$ cat src/rtl/rlc_pkg.sv
package rlc_pkg;

   localparam int VALUE_WIDTH = 32;
   localparam int FRAC_BITS   = 16;

   // working width of the updated count: one clamped count plus two amounts
   localparam int SUM_WIDTH   = VALUE_WIDTH + 2;
   // distance outside the range, always below 2**(VALUE_WIDTH+1)
   localparam int DIV_WIDTH   = VALUE_WIDTH + 1;
   localparam int ITER_WIDTH  = $clog2(DIV_WIDTH + 1);

   localparam logic [VALUE_WIDTH-1:0] RANGE_HIGH_RESET = VALUE_WIDTH'(64'd10 << FRAC_BITS);

   localparam int CSR_INDEX_WIDTH = 2;

   typedef enum logic [CSR_INDEX_WIDTH-1:0] {
      CSR_RANGE_LOW  = 2'd0,
      CSR_RANGE_HIGH = 2'd1,
      CSR_LIMIT_MODE = 2'd2
   } csr_index_type;

   typedef enum logic {
      MODE_WRAP     = 1'b0,
      MODE_SATURATE = 1'b1
   } limit_mode_type;

   typedef enum logic [2:0] {
      ST_IDLE,
      ST_CLAMP,
      ST_ADD,
      ST_SUB,
      ST_CHECK,
      ST_DIVIDE,
      ST_FINISH,
      ST_RESPOND
   } state_type;

endpackage

$ cat src/rtl/rlc_req_if.sv
interface rlc_req_if;
   import rlc_pkg::*;

   logic                          valid;
   logic                          ready;
   logic signed [VALUE_WIDTH-1:0] up_amount;
   logic                          up_flag;
   logic signed [VALUE_WIDTH-1:0] down_amount;
   logic                          down_flag;
   logic signed [VALUE_WIDTH-1:0] load_value;
   logic                          load_flag;

   modport source (
      output valid, up_amount, up_flag, down_amount, down_flag, load_value, load_flag,
      input  ready
   );

   modport sink (
      input  valid, up_amount, up_flag, down_amount, down_flag, load_value, load_flag,
      output ready
   );

endinterface

$ cat src/rtl/rlc_rsp_if.sv
interface rlc_rsp_if;
   import rlc_pkg::*;

   logic                          valid;
   logic                          ready;
   logic signed [VALUE_WIDTH-1:0] count_out;

   modport source (
      output valid, count_out,
      input  ready
   );

   modport sink (
      input  valid, count_out,
      output ready
   );

endinterface

$ cat src/rtl/rlc_csr_if.sv
interface rlc_csr_if;
   import rlc_pkg::*;

   logic                       valid;
   logic                       ready;
   logic [CSR_INDEX_WIDTH-1:0] index;
   logic [VALUE_WIDTH-1:0]     data;

   modport source (
      output valid, index, data,
      input  ready
   );

   modport sink (
      input  valid, index, data,
      output ready
   );

endinterface

$ cat src/rtl/range_limited_up_down_counter.sv
// channel   dir  modport  word
// req_bus   in   sink     up/down amounts and flags, load value and flag
// rsp_bus   out  source   count_out, one word per request word
// csr_bus   in   sink     index 0 range_low, 1 range_high, 2 limit_mode
//
// one request word passes accept, 4 update steps, 33 remainder steps, finish and response
// when the count wraps, else accept, update steps and response; plus any response stall.
// the pace is set by the restoring remainder unit, one quotient bit per cycle.
// req_bus is not ready until the response word has been taken.
// reset is synchronous: count 0, range [0, 10.0], wrap mode.
// csr_bus is always ready.
module range_limited_up_down_counter (
   input logic      clock,
   input logic      reset,
   rlc_req_if.sink  req_bus,
   rlc_rsp_if.source rsp_bus,
   rlc_csr_if.sink  csr_bus
);
   import rlc_pkg::*;

   state_type                     state_ff, state_in;

   logic signed [VALUE_WIDTH-1:0] range_low_ff, range_high_ff;
   limit_mode_type                limit_mode_ff;
   logic signed [VALUE_WIDTH-1:0] tally_ff, tally_in;

   logic signed [VALUE_WIDTH-1:0] up_amount_ff, up_amount_in;
   logic                          up_flag_ff, up_flag_in;
   logic signed [VALUE_WIDTH-1:0] down_amount_ff, down_amount_in;
   logic                          down_flag_ff, down_flag_in;
   logic signed [VALUE_WIDTH-1:0] load_value_ff, load_value_in;
   logic                          load_flag_ff, load_flag_in;

   logic signed [SUM_WIDTH-1:0]   acc_ff, acc_in;
   logic [VALUE_WIDTH-1:0]        span_ff, span_in;
   logic                          above_ff, above_in;
   logic [DIV_WIDTH-1:0]          dividend_ff, dividend_in;
   logic [VALUE_WIDTH-1:0]        rem_ff, rem_in;
   logic [ITER_WIDTH-1:0]         iter_ff, iter_in;
   logic [VALUE_WIDTH-1:0]        result_ff, result_in;

   logic signed [SUM_WIDTH-1:0]   low_ext, high_ext, diff_high, diff_low;
   logic [DIV_WIDTH:0]            trial;
   logic [DIV_WIDTH-1:0]          shifted;

   assign low_ext   = SUM_WIDTH'(range_low_ff);
   assign high_ext  = SUM_WIDTH'(range_high_ff);
   assign diff_high = acc_ff - high_ext;
   assign diff_low  = low_ext - acc_ff;

   // restoring remainder step: bring in the next dividend bit, subtract span if it fits
   assign shifted = {rem_ff, dividend_ff[DIV_WIDTH-1]};
   assign trial   = {1'b0, shifted} - {2'b00, span_ff};

   assign csr_bus.ready     = 1'b1;
   assign rsp_bus.count_out = result_ff;

   always_ff @(posedge clock) begin
      if (reset) begin
         range_low_ff  <= '0;
         range_high_ff <= RANGE_HIGH_RESET;
         limit_mode_ff <= MODE_WRAP;
      end else if (csr_bus.valid) begin
         unique case (csr_bus.index)
            CSR_RANGE_LOW:  range_low_ff  <= csr_bus.data;
            CSR_RANGE_HIGH: range_high_ff <= csr_bus.data;
            CSR_LIMIT_MODE: limit_mode_ff <= limit_mode_type'(csr_bus.data[0]);
            default: ;
         endcase
      end
   end

   always_ff @(posedge clock) begin
      if (reset) begin
         state_ff <= ST_IDLE;
         tally_ff <= '0;
      end else begin
         state_ff <= state_in;
         tally_ff <= tally_in;
      end
   end

   always_ff @(posedge clock) begin
      up_amount_ff   <= up_amount_in;
      up_flag_ff     <= up_flag_in;
      down_amount_ff <= down_amount_in;
      down_flag_ff   <= down_flag_in;
      load_value_ff  <= load_value_in;
      load_flag_ff   <= load_flag_in;
      acc_ff         <= acc_in;
      span_ff        <= span_in;
      above_ff       <= above_in;
      dividend_ff    <= dividend_in;
      rem_ff         <= rem_in;
      iter_ff        <= iter_in;
      result_ff      <= result_in;
   end

   always_comb begin
      state_in       = state_ff;
      tally_in       = tally_ff;
      up_amount_in   = up_amount_ff;
      up_flag_in     = up_flag_ff;
      down_amount_in = down_amount_ff;
      down_flag_in   = down_flag_ff;
      load_value_in  = load_value_ff;
      load_flag_in   = load_flag_ff;
      acc_in         = acc_ff;
      span_in        = span_ff;
      above_in       = above_ff;
      dividend_in    = dividend_ff;
      rem_in         = rem_ff;
      iter_in        = iter_ff;
      result_in      = result_ff;
      req_bus.ready  = 1'b0;
      rsp_bus.valid  = 1'b0;

      unique case (state_ff)
         ST_IDLE: begin
            req_bus.ready = 1'b1;
            if (req_bus.valid) begin
               up_amount_in   = req_bus.up_amount;
               up_flag_in     = req_bus.up_flag;
               down_amount_in = req_bus.down_amount;
               down_flag_in   = req_bus.down_flag;
               load_value_in  = req_bus.load_value;
               load_flag_in   = req_bus.load_flag;
               state_in       = ST_CLAMP;
            end
         end
         ST_CLAMP: begin
            // high bound first, low bound second
            acc_in = SUM_WIDTH'(tally_ff);
            if (tally_ff > range_high_ff) begin
               acc_in = high_ext;
            end
            if (tally_ff < range_low_ff && range_high_ff >= range_low_ff) begin
               acc_in = low_ext;
            end else if (tally_ff <= range_high_ff && tally_ff < range_low_ff) begin
               acc_in = low_ext;
            end else if (range_high_ff < range_low_ff) begin
               acc_in = low_ext;
            end
            state_in = ST_ADD;
         end
         ST_ADD: begin
            if (up_flag_ff) begin
               acc_in = acc_ff + SUM_WIDTH'(up_amount_ff);
            end
            span_in  = VALUE_WIDTH'(range_high_ff - range_low_ff);
            state_in = ST_SUB;
         end
         ST_SUB: begin
            if (load_flag_ff) begin
               acc_in = SUM_WIDTH'(load_value_ff);
            end else if (down_flag_ff) begin
               acc_in = acc_ff - SUM_WIDTH'(down_amount_ff);
            end
            state_in = ST_CHECK;
         end
         ST_CHECK: begin
            rem_in   = '0;
            iter_in  = '0;
            state_in = ST_RESPOND;
            if (range_low_ff >= range_high_ff) begin
               result_in = range_low_ff;
            end else if (limit_mode_ff == MODE_SATURATE) begin
               if (diff_high > 0) begin
                  result_in = range_high_ff;
               end else if (diff_low > 0) begin
                  result_in = range_low_ff;
               end else begin
                  result_in = acc_ff[VALUE_WIDTH-1:0];
               end
            end else if (diff_high > 0) begin
               above_in    = 1'b1;
               dividend_in = diff_high[DIV_WIDTH-1:0];
               state_in    = ST_DIVIDE;
            end else if (diff_low > 0) begin
               above_in    = 1'b0;
               dividend_in = diff_low[DIV_WIDTH-1:0];
               state_in    = ST_DIVIDE;
            end else begin
               result_in = acc_ff[VALUE_WIDTH-1:0];
            end
         end
         ST_DIVIDE: begin
            if (!trial[DIV_WIDTH]) begin
               rem_in = trial[VALUE_WIDTH-1:0];
            end else begin
               rem_in = shifted[VALUE_WIDTH-1:0];
            end
            dividend_in = {dividend_ff[DIV_WIDTH-2:0], 1'b0};
            iter_in     = iter_ff + 1'b1;
            if (iter_ff == ITER_WIDTH'(DIV_WIDTH - 1)) begin
               state_in = ST_FINISH;
            end
         end
         ST_FINISH: begin
            if (above_ff) begin
               result_in = range_low_ff + rem_ff;
            end else begin
               result_in = range_high_ff - rem_ff;
            end
            state_in = ST_RESPOND;
         end
         ST_RESPOND: begin
            rsp_bus.valid = 1'b1;
            if (rsp_bus.ready) begin
               tally_in = result_ff;
               state_in = ST_IDLE;
            end
         end
         default: state_in = ST_IDLE;
      endcase
   end

`ifndef SYNTHESIS
   a_one_side_open: assert property (@(posedge clock) disable iff (reset)
      !(req_bus.ready && rsp_bus.valid))
      else $error("request and response open together");

   a_no_early_word: assert property (@(posedge clock) disable iff (reset)
      req_bus.valid && req_bus.ready |=> !rsp_bus.valid)
      else $error("response word right after accept");

   a_rem_below_span: assert property (@(posedge clock) disable iff (reset)
      state_ff == ST_DIVIDE && span_ff != '0 |-> rem_ff < span_ff)
      else $error("partial remainder not below span");

   a_tally_from_word: assert property (@(posedge clock) disable iff (reset)
      rsp_bus.valid && rsp_bus.ready |=> tally_ff == $past(rsp_bus.count_out))
      else $error("stored count differs from delivered word");
`endif

endmodule
$ cat src/flat_wrapper.sv
// flat-port wrapper written by rule: the top's interface ports become plain ports
module range_limited_up_down_counter_flat import rlc_pkg::*;
  (clock, reset, req_bus_valid, req_bus_up_amount, req_bus_up_flag, req_bus_down_amount, req_bus_down_flag, req_bus_load_value, req_bus_load_flag, req_bus_ready, rsp_bus_valid, rsp_bus_count_out, rsp_bus_ready, csr_bus_valid, csr_bus_index, csr_bus_data, csr_bus_ready);
  rlc_req_if req_bus_i ();
  rlc_rsp_if rsp_bus_i ();
  rlc_csr_if csr_bus_i ();
  input logic clock;
  input logic reset;
  input wire logic [$bits(req_bus_i.valid)-1:0] req_bus_valid;
  input wire logic [$bits(req_bus_i.up_amount)-1:0] req_bus_up_amount;
  input wire logic [$bits(req_bus_i.up_flag)-1:0] req_bus_up_flag;
  input wire logic [$bits(req_bus_i.down_amount)-1:0] req_bus_down_amount;
  input wire logic [$bits(req_bus_i.down_flag)-1:0] req_bus_down_flag;
  input wire logic [$bits(req_bus_i.load_value)-1:0] req_bus_load_value;
  input wire logic [$bits(req_bus_i.load_flag)-1:0] req_bus_load_flag;
  output wire logic [$bits(req_bus_i.ready)-1:0] req_bus_ready;
  output wire logic [$bits(rsp_bus_i.valid)-1:0] rsp_bus_valid;
  output wire logic [$bits(rsp_bus_i.count_out)-1:0] rsp_bus_count_out;
  input wire logic [$bits(rsp_bus_i.ready)-1:0] rsp_bus_ready;
  input wire logic [$bits(csr_bus_i.valid)-1:0] csr_bus_valid;
  input wire logic [$bits(csr_bus_i.index)-1:0] csr_bus_index;
  input wire logic [$bits(csr_bus_i.data)-1:0] csr_bus_data;
  output wire logic [$bits(csr_bus_i.ready)-1:0] csr_bus_ready;
  assign req_bus_i.valid = req_bus_valid;
  assign req_bus_i.up_amount = req_bus_up_amount;
  assign req_bus_i.up_flag = req_bus_up_flag;
  assign req_bus_i.down_amount = req_bus_down_amount;
  assign req_bus_i.down_flag = req_bus_down_flag;
  assign req_bus_i.load_value = req_bus_load_value;
  assign req_bus_i.load_flag = req_bus_load_flag;
  assign req_bus_ready = req_bus_i.ready;
  assign rsp_bus_valid = rsp_bus_i.valid;
  assign rsp_bus_count_out = rsp_bus_i.count_out;
  assign rsp_bus_i.ready = rsp_bus_ready;
  assign csr_bus_i.valid = csr_bus_valid;
  assign csr_bus_i.index = csr_bus_index;
  assign csr_bus_i.data = csr_bus_data;
  assign csr_bus_ready = csr_bus_i.ready;
  range_limited_up_down_counter u_core (.clock(clock), .reset(reset), .req_bus(req_bus_i), .rsp_bus(rsp_bus_i), .csr_bus(csr_bus_i));
endmodule
$ cat config.mk
export PLATFORM = sky130hd
export DESIGN_NAME = range_limited_up_down_counter_flat
export DESIGN_NICKNAME = d
export VERILOG_FILES = /design/src/rtl/rlc_pkg.sv /design/src/rtl/rlc_req_if.sv /design/src/rtl/rlc_rsp_if.sv /design/src/rtl/rlc_csr_if.sv /design/src/rtl/range_limited_up_down_counter.sv /design/src/flat_wrapper.sv
export SDC_FILE = /design/constraint.sdc
export NUM_CORES = 1
export LEC_CHECK = 0
export BUFFER_PORTS_ARGS = -buffer_cell sky130_fd_sc_hd__buf_2
export CAP_MARGIN = 20
export CORE_ASPECT_RATIO = 0.5
export CORE_MARGIN = 4
export CORE_UTILIZATION = 40
export CTS_CLUSTER_DIAMETER = 50
export CTS_CLUSTER_SIZE = 28
export DETAILED_ROUTE_END_ITERATION = 10
export SYNTH_ARGS = -nofsm -noshare
export SYNTH_HDL_FRONTEND = slang
export SYNTH_SLANG_ARGS = --single-unit
$ cat constraint.sdc
create_clock -name clock -period 10.3 [get_ports clock]
set_input_delay 2.06 -clock clock [delete_from_list [all_inputs] [get_ports clock]]
set_output_delay 2.06 -clock clock [all_outputs]
set_load 0.01 [all_outputs]
==> results of run 1 <==
==> cell usage in the layout (no fill, tap or decap), types with 35 or more instances in the layout <==
cell type and instances:
nor2_1 253, ha_1 323, nand3_1 51, edfxtp_1 269
o21a_1 54, and3_1 35, a211oi_1 41, a31oi_1 46
nand2b_1 35, nand4_1 37, o21ai_0 178, o21ai_1 42
buf_2 170, dfxtp_1 100, clkbuf_16 38, a21oi_1 348
nor2b_1 48, o211ai_1 42, inv_1 264, nand2_1 462
a21o_1 123, xor2_1 71, buf_4 35, nor3_1 74
xnor2_1 122, mux2i_1 70
==> logic make-up after synthesis <==
logic type,share of synthesized area
AO/OA/AOI/OAI,0.246
AND/OR/NAND/NOR,0.170
buffers and inverters,0.0503
flip-flops,0.320
adder cells (fa/ha/maj),0.134
XOR/XNOR,0.0537
multiplexers,0.0258
other,0.000119
==> cells in the mapped netlist (all sizes together) (76+ instances only) <==
master | count | area, µm²
nand2 | 463 | 1740
a21oi | 350 | 1760
ha | 323 | 4040
edfxtp | 269 | 8080
inv | 265 | 995
nor2 | 258 | 968
o21ai | 220 | 1100
a21o | 124 | 938
xnor2 | 122 | 1070
clkbuf | 101 | 379
dfxtp | 100 | 2000
nor3 | 76 | 397
==> worst paths after layout <==
kind                                         from                                      to  slack (ps)  depth (start not counted)
min               u_core.tally_ff[0]$_SDFFE_PP0P_         u_core.tally_ff[0]$_SDFFE_PP0P_         460                          2
min reg2reg       u_core.tally_ff[0]$_SDFFE_PP0P_         u_core.tally_ff[0]$_SDFFE_PP0P_         460                          2
max          u_core.range_high_ff[9]$_SDFFE_PP0P_  u_core.rsp_bus.count_out[13]$_DFFE_PP_        3940                         15
max reg2reg  u_core.range_high_ff[9]$_SDFFE_PP0P_  u_core.rsp_bus.count_out[13]$_DFFE_PP_        3940                         15
==> power by group through the flow <==
| stage | Clock [W] | Combinational [W] | Sequential (W) |
|---|---|---|---|
| 2_1_floorplan | 0 | 0.00169 | 0.00187 |
| 4_1_cts | 0.00156 | 0.00232 | 0.00190 |
| 5_1_grt | 0.00161 | 0.00260 | 0.00191 |
| 3_3_place_gp | 0 | 0.00230 | 0.00192 |
| 6_report | 0.00153 | 0.00239 | 0.00190 |
| 3_5_place_dp | 0 | 0.00231 | 0.00193 |
==> layout make-up <==
| class | instances | area, µm² | area share |
|---|---|---|---|
| Sequential cell | 369 | 10100 | 0.290 |
| Clock inverter | 30 | 382 | 0.0110 |
| Timing Repair Buffer | 209 | 1180 | 0.0338 |
| Tap cell | 1036 | 1300 | 0.0373 |
| Inverter | 266 | 998 | 0.0287 |
| Multi-Input combinational cell | 2920 | 19900 | 0.572 |
| Clock buffer | 40 | 968 | 0.0278 |
==> through the flow <==
stage,std cells,utilization
2_1_floorplan,3693,-
3_3_place_gp,4796,0.430
3_5_place_dp,4797,0.430
4_1_cts,4867,0.447
5_1_grt,4870,0.448
6_report,4870,0.448
==> layer usage <==
metal	global-route usage	up-vias
met2	0.373	1337
met4	0.0645	2
met1	0.422	14000
li1	-	13800
met5	0	-
met3	0.0467	164
==> tightest hold or removal path: stages (launching register included) <==
cell and delay [ps]:
dfxtp_1 310, nand2_1 50, a21oi_1 60
==> metrics.csv, run 1 <==
stage,metric,value,unit
run_status,status,"complete, no violations",
critical_path,required time of the critical path,10530,ps
finish,Largest Register,u_core.acc_ff,
placed_design,Placement Cell Area,33400,µm²
die,FP Rows,72,
power_and_ir_drop,power per cell area,167,nW/µm²
route,Met2 Routed Length,44.5,mm
timing,post-route minimum period,6360,ps
yosys,"flops & latches, synth",369,
yosys,Netlist cell types,107,
timing,Rel. slew slack,0.324,
critical_path,Critical Path AT,6590,ps
finish,"Design Area, Final",34800,µm²
run,max_cap viols,0,
placed_design,DP HPWL,91.3,mm
power_and_ir_drop,combinational fraction of design power,0.410,
timing,Final setup violation count,0,
power_and_ir_drop,Max VDD drop,0.138,mV
timing,period utilization,0.618,
route,mean routed wirelength per cell,23.7,µm
power_and_ir_drop,Flop pwr share,0.327,
clock_tree,Post-CTS Hold Buffers,0,
timing,fmax,0.157,GHz
yosys,syn_area_per_cell,8.52,µm²
power_and_ir_drop,"Power, Total",0.00582,W
placed_design,Final Wtd Congestion,0.934,
clock_tree,Root Driver,clkbuf_16,
die,Starting Density,0.405,
yosys,"FFs w/ async S/R, synth",0,
route,Vias/cell,6.01,
finish,fill count,7557,
critical_path,crit path kind,reg -> reg,
placed_design,pre-CTS setup slack,4070,ps
global_route,initial antenna violation count,2,
global_route,vias in the first global route,27000,
die,area of the core,77700,µm²
critical_path,crit path max-delay cell type,nor4_1,
clock_tree,Post-CTS Setup Bufs,0,
die,die area,83500,µm²
global_route,GRT overflow,0,
clock_tree,post-cts gate resize count,0,
critical_path,CP Capture Type,register,
finish,# nets final,4273,
placed_design,I/O Buffers,171,
power_and_ir_drop,switching share of power,0.411,
timing,worst slew pin tran,1000,ps
clock_tree,CTS tree,built,
finish,max reg flops,34,
timing,RSZ-0062 raised after global routing,no,
critical_path,Buf/Inv on CP,3,
yosys,Mapped Area,31500,µm²
timing,Final Hold Viols,0,
die,Chip Width,405,µm
clock_tree,worst-skew pair later-pin latency,600,ps
critical_path,CP Max Fanout,52,
worst_hold_path,Hold/Removal Path Class,reg -> reg,
critical_path,startpoint types,register,
yosys,"Seq/Total Area, Yosys",0.320,
route,final WL,116,mm
finish,Layout area overhead,10.6,%
clock_tree,Sink Count,369,
yosys,Post-synth EDFFs,269,
yosys,net count after synthesis,4162,
timing,Min Hold Slack,462,ps
yosys,Gate Count Post-Synth,3693,
global_route,gr usage total,0.268,
critical_path,worst path cell trace,inv_1 > ha_1 > a21oi_1 > a211o_1 > a21oi_1 > nor4_1 > o21ai_1 > a32oi_1 > nand4_1 > nor4_4 > a21o_4 > inv_2 > o2111ai_1 > and2_1 > buf_4,
clock_tree,H-tree depth,2,
clock_tree,clock-pin slew on the worst setup and hold paths,80,ps
yosys,ys flop type,edfxtp_1,
critical_path,CP dominant cell by count,a21oi_1,
route,Routed Antenna Nets,0,
route,highest metal used,met5,
clock_tree,CTS max path bufs,3,
finish,Ant. Diodes,0,
timing,final worst slack,3940,ps
power_and_ir_drop,Internal Dissipation,0.00343,W
clock_tree,CTS buffer count,38,
die,top-level port count,173,
route,Iteration-0 DRC Markers,3443,
route,WL met1,57.2,mm
power_and_ir_drop,static leakage,14.5,nW
timing,Slew Limit Fails,0,
global_route,first-pass GRT wire length,170,mm
critical_path,"delay-heaviest family, CP",compound AO/OA/AOI/OAI gates,
power_and_ir_drop,clock share of power,0.263,
critical_path,CP max stage delay,670,ps
finish,fraction of layout cells with a size suffix above 1,0.0887,
timing,TNS Setup,0,ps
route,drt pass-1 iters,8,
finish,largest registers,"u_core.acc_ff x34, u_core.dividend_ff x33",
route,DRC,0,
power_and_ir_drop,P_sw,0.00239,W
route,via count of the routed design,29300,
global_route,largest net degree at the start of global routing,101,
yosys,Syn. warnings,0,
route,metal3 WL,11.0,mm
timing,clock skew,24.8,ps
die,die height,206,µm
(Power assumes the default switching activity.)
==> run 2: changes to the inputs <==
--- a/config.mk
+++ b/config.mk
@@ -5,6 +5,7 @@
 export SDC_FILE = /design/constraint.sdc
 export NUM_CORES = 1
 export LEC_CHECK = 0
+export ABC_AREA = 1
 export BUFFER_PORTS_ARGS = -buffer_cell sky130_fd_sc_hd__buf_2
 export CAP_MARGIN = 20
 export CORE_ASPECT_RATIO = 0.5
==> constraint.sdc (replaced) <==
create_clock -name clock -period 5.8 [get_ports clock]
set_input_delay 1.16 -clock clock [delete_from_list [all_inputs] [get_ports clock]]
set_output_delay 1.16 -clock clock [all_outputs]
set_load 0.01 [all_outputs]
==> run 2 against run 1 <==
  * Non-clock buffer count increased by 11
  * Combinational power rose to 3.4 times the previous value
  * Sequential share of layout area decreased by 2.2 points
  * Wire length is 24% higher
  * Synthesized area up 8.5%
  * Critical path type unchanged
  * Largest cell class unchanged
  * Largest power group unchanged
==> metrics.csv, run 2 <==
stage,metric,value,unit
timing,TNS Setup,0,ps
die,Starting Density,0.406,
placed_design,DP HPWL,118,mm
yosys,Post-synth EDFFs,269,
yosys,dominant cell type by area after synthesis,edfxtp_1,
timing,Slew Limit Fails,0,
yosys,"FFs w/ async S/R, synth",0,
yosys,Syn. warnings,0,
clock_tree,Post-CTS Setup Bufs,0,
placed_design,I/O Buffers,171,
clock_tree,post-cts gate resize count,0,
route,drt pass-1 iters,9,
timing,worst slew pin tran,1050,ps
worst_hold_path,Hold/Removal Path Class,reg -> reg,
route,mean routed wirelength per cell,22.6,µm
route,Iteration-0 DRC Markers,3884,
critical_path,crit path kind,reg -> reg,
finish,final non-filler cell total,6324,
placed_design,pre-CTS setup slack,1180,ps
finish,fraction of layout cells with a size suffix above 1,0.0693,
finish,final core utilization,0.448,
critical_path,Critical Path AT,5170,ps
finish,# nets final,5644,
route,DRC,0,
die,FP Rows,75,
timing,Rel. slew slack,0.288,
die,die height,215,µm
power_and_ir_drop,static leakage,18.4,nW
global_route,M2 GR Usage,0.448,
yosys,syn_area_per_cell,6.77,µm²
yosys,Area contributors post-synth,"edfxtp_1, nand2_1, ha_1, inv_1, a21oi_1",
clock_tree,worst-skew pair later-pin latency,610,ps
finish,largest registers,"u_core.acc_ff x34, u_core.dividend_ff x33",
finish,Largest Register,u_core.acc_ff,
finish,fill count,8833,
global_route,GRT met3 Usage,0.0712,
finish,Multi-input gate area,20600,µm²
clock_tree,Sink Count,369,
yosys,Netlist cell types,59,
clock_tree,clock-pin slew on the worst setup and hold paths,70,ps
critical_path,CP Capture Type,register,
clock_tree,CTS max path bufs,3,
finish,most frequent cells in the layout,"nand2_1, inv_1, a21oi_1, o21ai_0, nor2_1",
power_and_ir_drop,Max VDD drop,0.283,mV
die,top-level port count,173,
yosys,Mapped Area,34100,µm²
yosys,"count leader, synth",nand2_1,
timing,Final setup violation count,0,
yosys,"flops & latches, synth",369,
critical_path,CP max stage delay,650,ps
yosys,net count after synthesis,5510,
run,max_cap viols,0,
finish,max reg flops,34,
die,area of the core,84200,µm²
global_route,largest net degree at the start of global routing,100,
clock_tree,Root Driver,clkbuf_16,
clock_tree,Post-CTS Hold Buffers,0,
clock_tree,CTS tree,built,
route,Routed Antenna Nets,0,
global_route,met1 Use GR,0.441,
critical_path,CP Max Fanout,55,
die,Chip Width,421,µm
finish,Register Area,10100,µm²
timing,post-route minimum period,4820,ps
critical_path,R2R setup slack,980,ps
yosys,Commonest cells post-synth,"nand2_1, inv_1, a21oi_1, o21ai_0, nor2_1",
power_and_ir_drop,power per cell area,390,nW/µm²
die,die area,90400,µm²
critical_path,startpoint types,register,
timing,final worst slack,975,ps
run_status,status,"complete, no violations",
timing,period utilization,0.832,
global_route,GRT overflow,0,
route,via count of the routed design,35600,
finish,Layout area overhead,10.4,%
global_route,GR peak layer,met2,
critical_path,CP dominant cell by count,nand2_1,
yosys,"Seq/Total Area, Yosys",0.295,
route,Vias/cell,5.63,
critical_path,required time of the critical path,6150,ps
yosys,Gate Count Post-Synth,5041,
timing,clock skew,35.2,ps
route,final WL,143,mm
critical_path,crit path max-delay cell type,buf_4,
finish,"commonest non-fill, non-tap cell in the layout",nand2_1,
timing,RSZ-0062 raised after global routing,no,
yosys,ys flop type,edfxtp_1,
clock_tree,H-tree depth,2,
placed_design,Final Wtd Congestion,1.06,
critical_path,worst path cell trace,inv_1 > ha_1 > nand2_1 > nor2_1 > nand2_1 > nor3_1 > nand2_1 > nand3_1 > nand2_1 > nor2_1 > nand2_1 > nor2_2 > nand4_2 > nand2_4 > buf_4 > nand3_1 > nand3_1 > nand2_1 > nand3_1 > nand2_1,
timing,fmax,0.207,GHz
placed_design,Placed Cells,6249,
global_route,vias in the first global route,33300,
yosys,area share of the largest cell type after synthesis,0.237,
global_route,first-pass GRT wire length,209,mm
global_route,gr usage total,0.304,
clock_tree,CTS buffer count,39,
power_and_ir_drop,"Power, Total",0.0147,W
global_route,initial antenna violation count,4,
timing,Final Hold Viols,0,
[run 2: changes by cell type after synthesis, moves of 50 or more]
cell     before   now
a21oi_1     348   519
nand3_1      51   343
nor2b_1      50     0
nor2_1      258   355
a21o_1      123    30
o21ai_0     178   372
mux2i_1      71     0
xnor2_1     122    68
nand2_1     463  1310
inv_1       264   746
[run 2: path summary, 6_finish.rpt]
check                                                end                             startpoint  depth (start not counted)
setup reg to reg  u_core.rsp_bus.count_out[28]$_DFFE_PP_  u_core.range_high_ff[13]$_SDFFE_PP0P_                         20
hold reg to reg          u_core.tally_ff[7]$_SDFFE_PP0P_        u_core.tally_ff[7]$_SDFFE_PP0P_                          2
hold / removal           u_core.tally_ff[7]$_SDFFE_PP0P_        u_core.tally_ff[7]$_SDFFE_PP0P_                          2
setup / recovery  u_core.rsp_bus.count_out[28]$_DFFE_PP_  u_core.range_high_ff[13]$_SDFFE_PP0P_                         20
[run 2: final cells by class]
type,instances,share of cell area
Multi-Input combinational cell,3767,0.547
Sequential cell,369,0.267
Inverter,778,0.0775
Tap cell,1116,0.0370
Timing Repair Buffer,220,0.0349
Clock buffer,48,0.0279
Clock inverter,24,0.00853
Antenna cell,2,0.000133
[run 2: critical path, delay by kind of cell (launching register included)]
family	cells	cell delay, ps
AND/OR/NAND/NOR	17	2680
buffers and inverters	2	920
adder cells (fa/ha/maj)	1	440
flip-flops	1	490
[run 2: logic make-up (layout without fill, tap and decap cells)]
| family | Yosys count | after routing | synth area share |
|---|---|---|---|
| adders and majority gates | 331 | 331 | 0.123 |
| and+or+nand+nor | 2176 | 2176 | 0.264 |
| buffers and inverters | 905 | 1070 | 0.104 |
| AOI/OAI and AO/OA | 1139 | 1139 | 0.183 |
| other | 1 | 3 | 0.000110 |
| xor gates and xnor gates | 120 | 120 | 0.0308 |
| DFF | 369 | 369 | 0.295 |
[run 2: layer usage]
layer	vias to the layer above	wire, µm
li1	17100	-
met1	16800	65900
met2	1559	57800
met3	192	14300
met4	6	4510
met5	-	209
[run 2: stage by stage]
step                cell area (µm²)  hold slack [ps]
floorplan                     34200              466
global placement              36200              492
detailed placement            36300              491
CTS                           37700              502
global route                  37700              524
finish                        37700              504
[run 2: where the power goes]
part / internal [W] / total (W) / switching, W / leakage [nW]
registers: 0.00341 / 0.00387 / 0.000459 / 3.32
clock network: 0.00139 / 0.00273 / 0.00134 / 0.664
logic: 0.00260 / 0.00811 / 0.00551 / 14.4
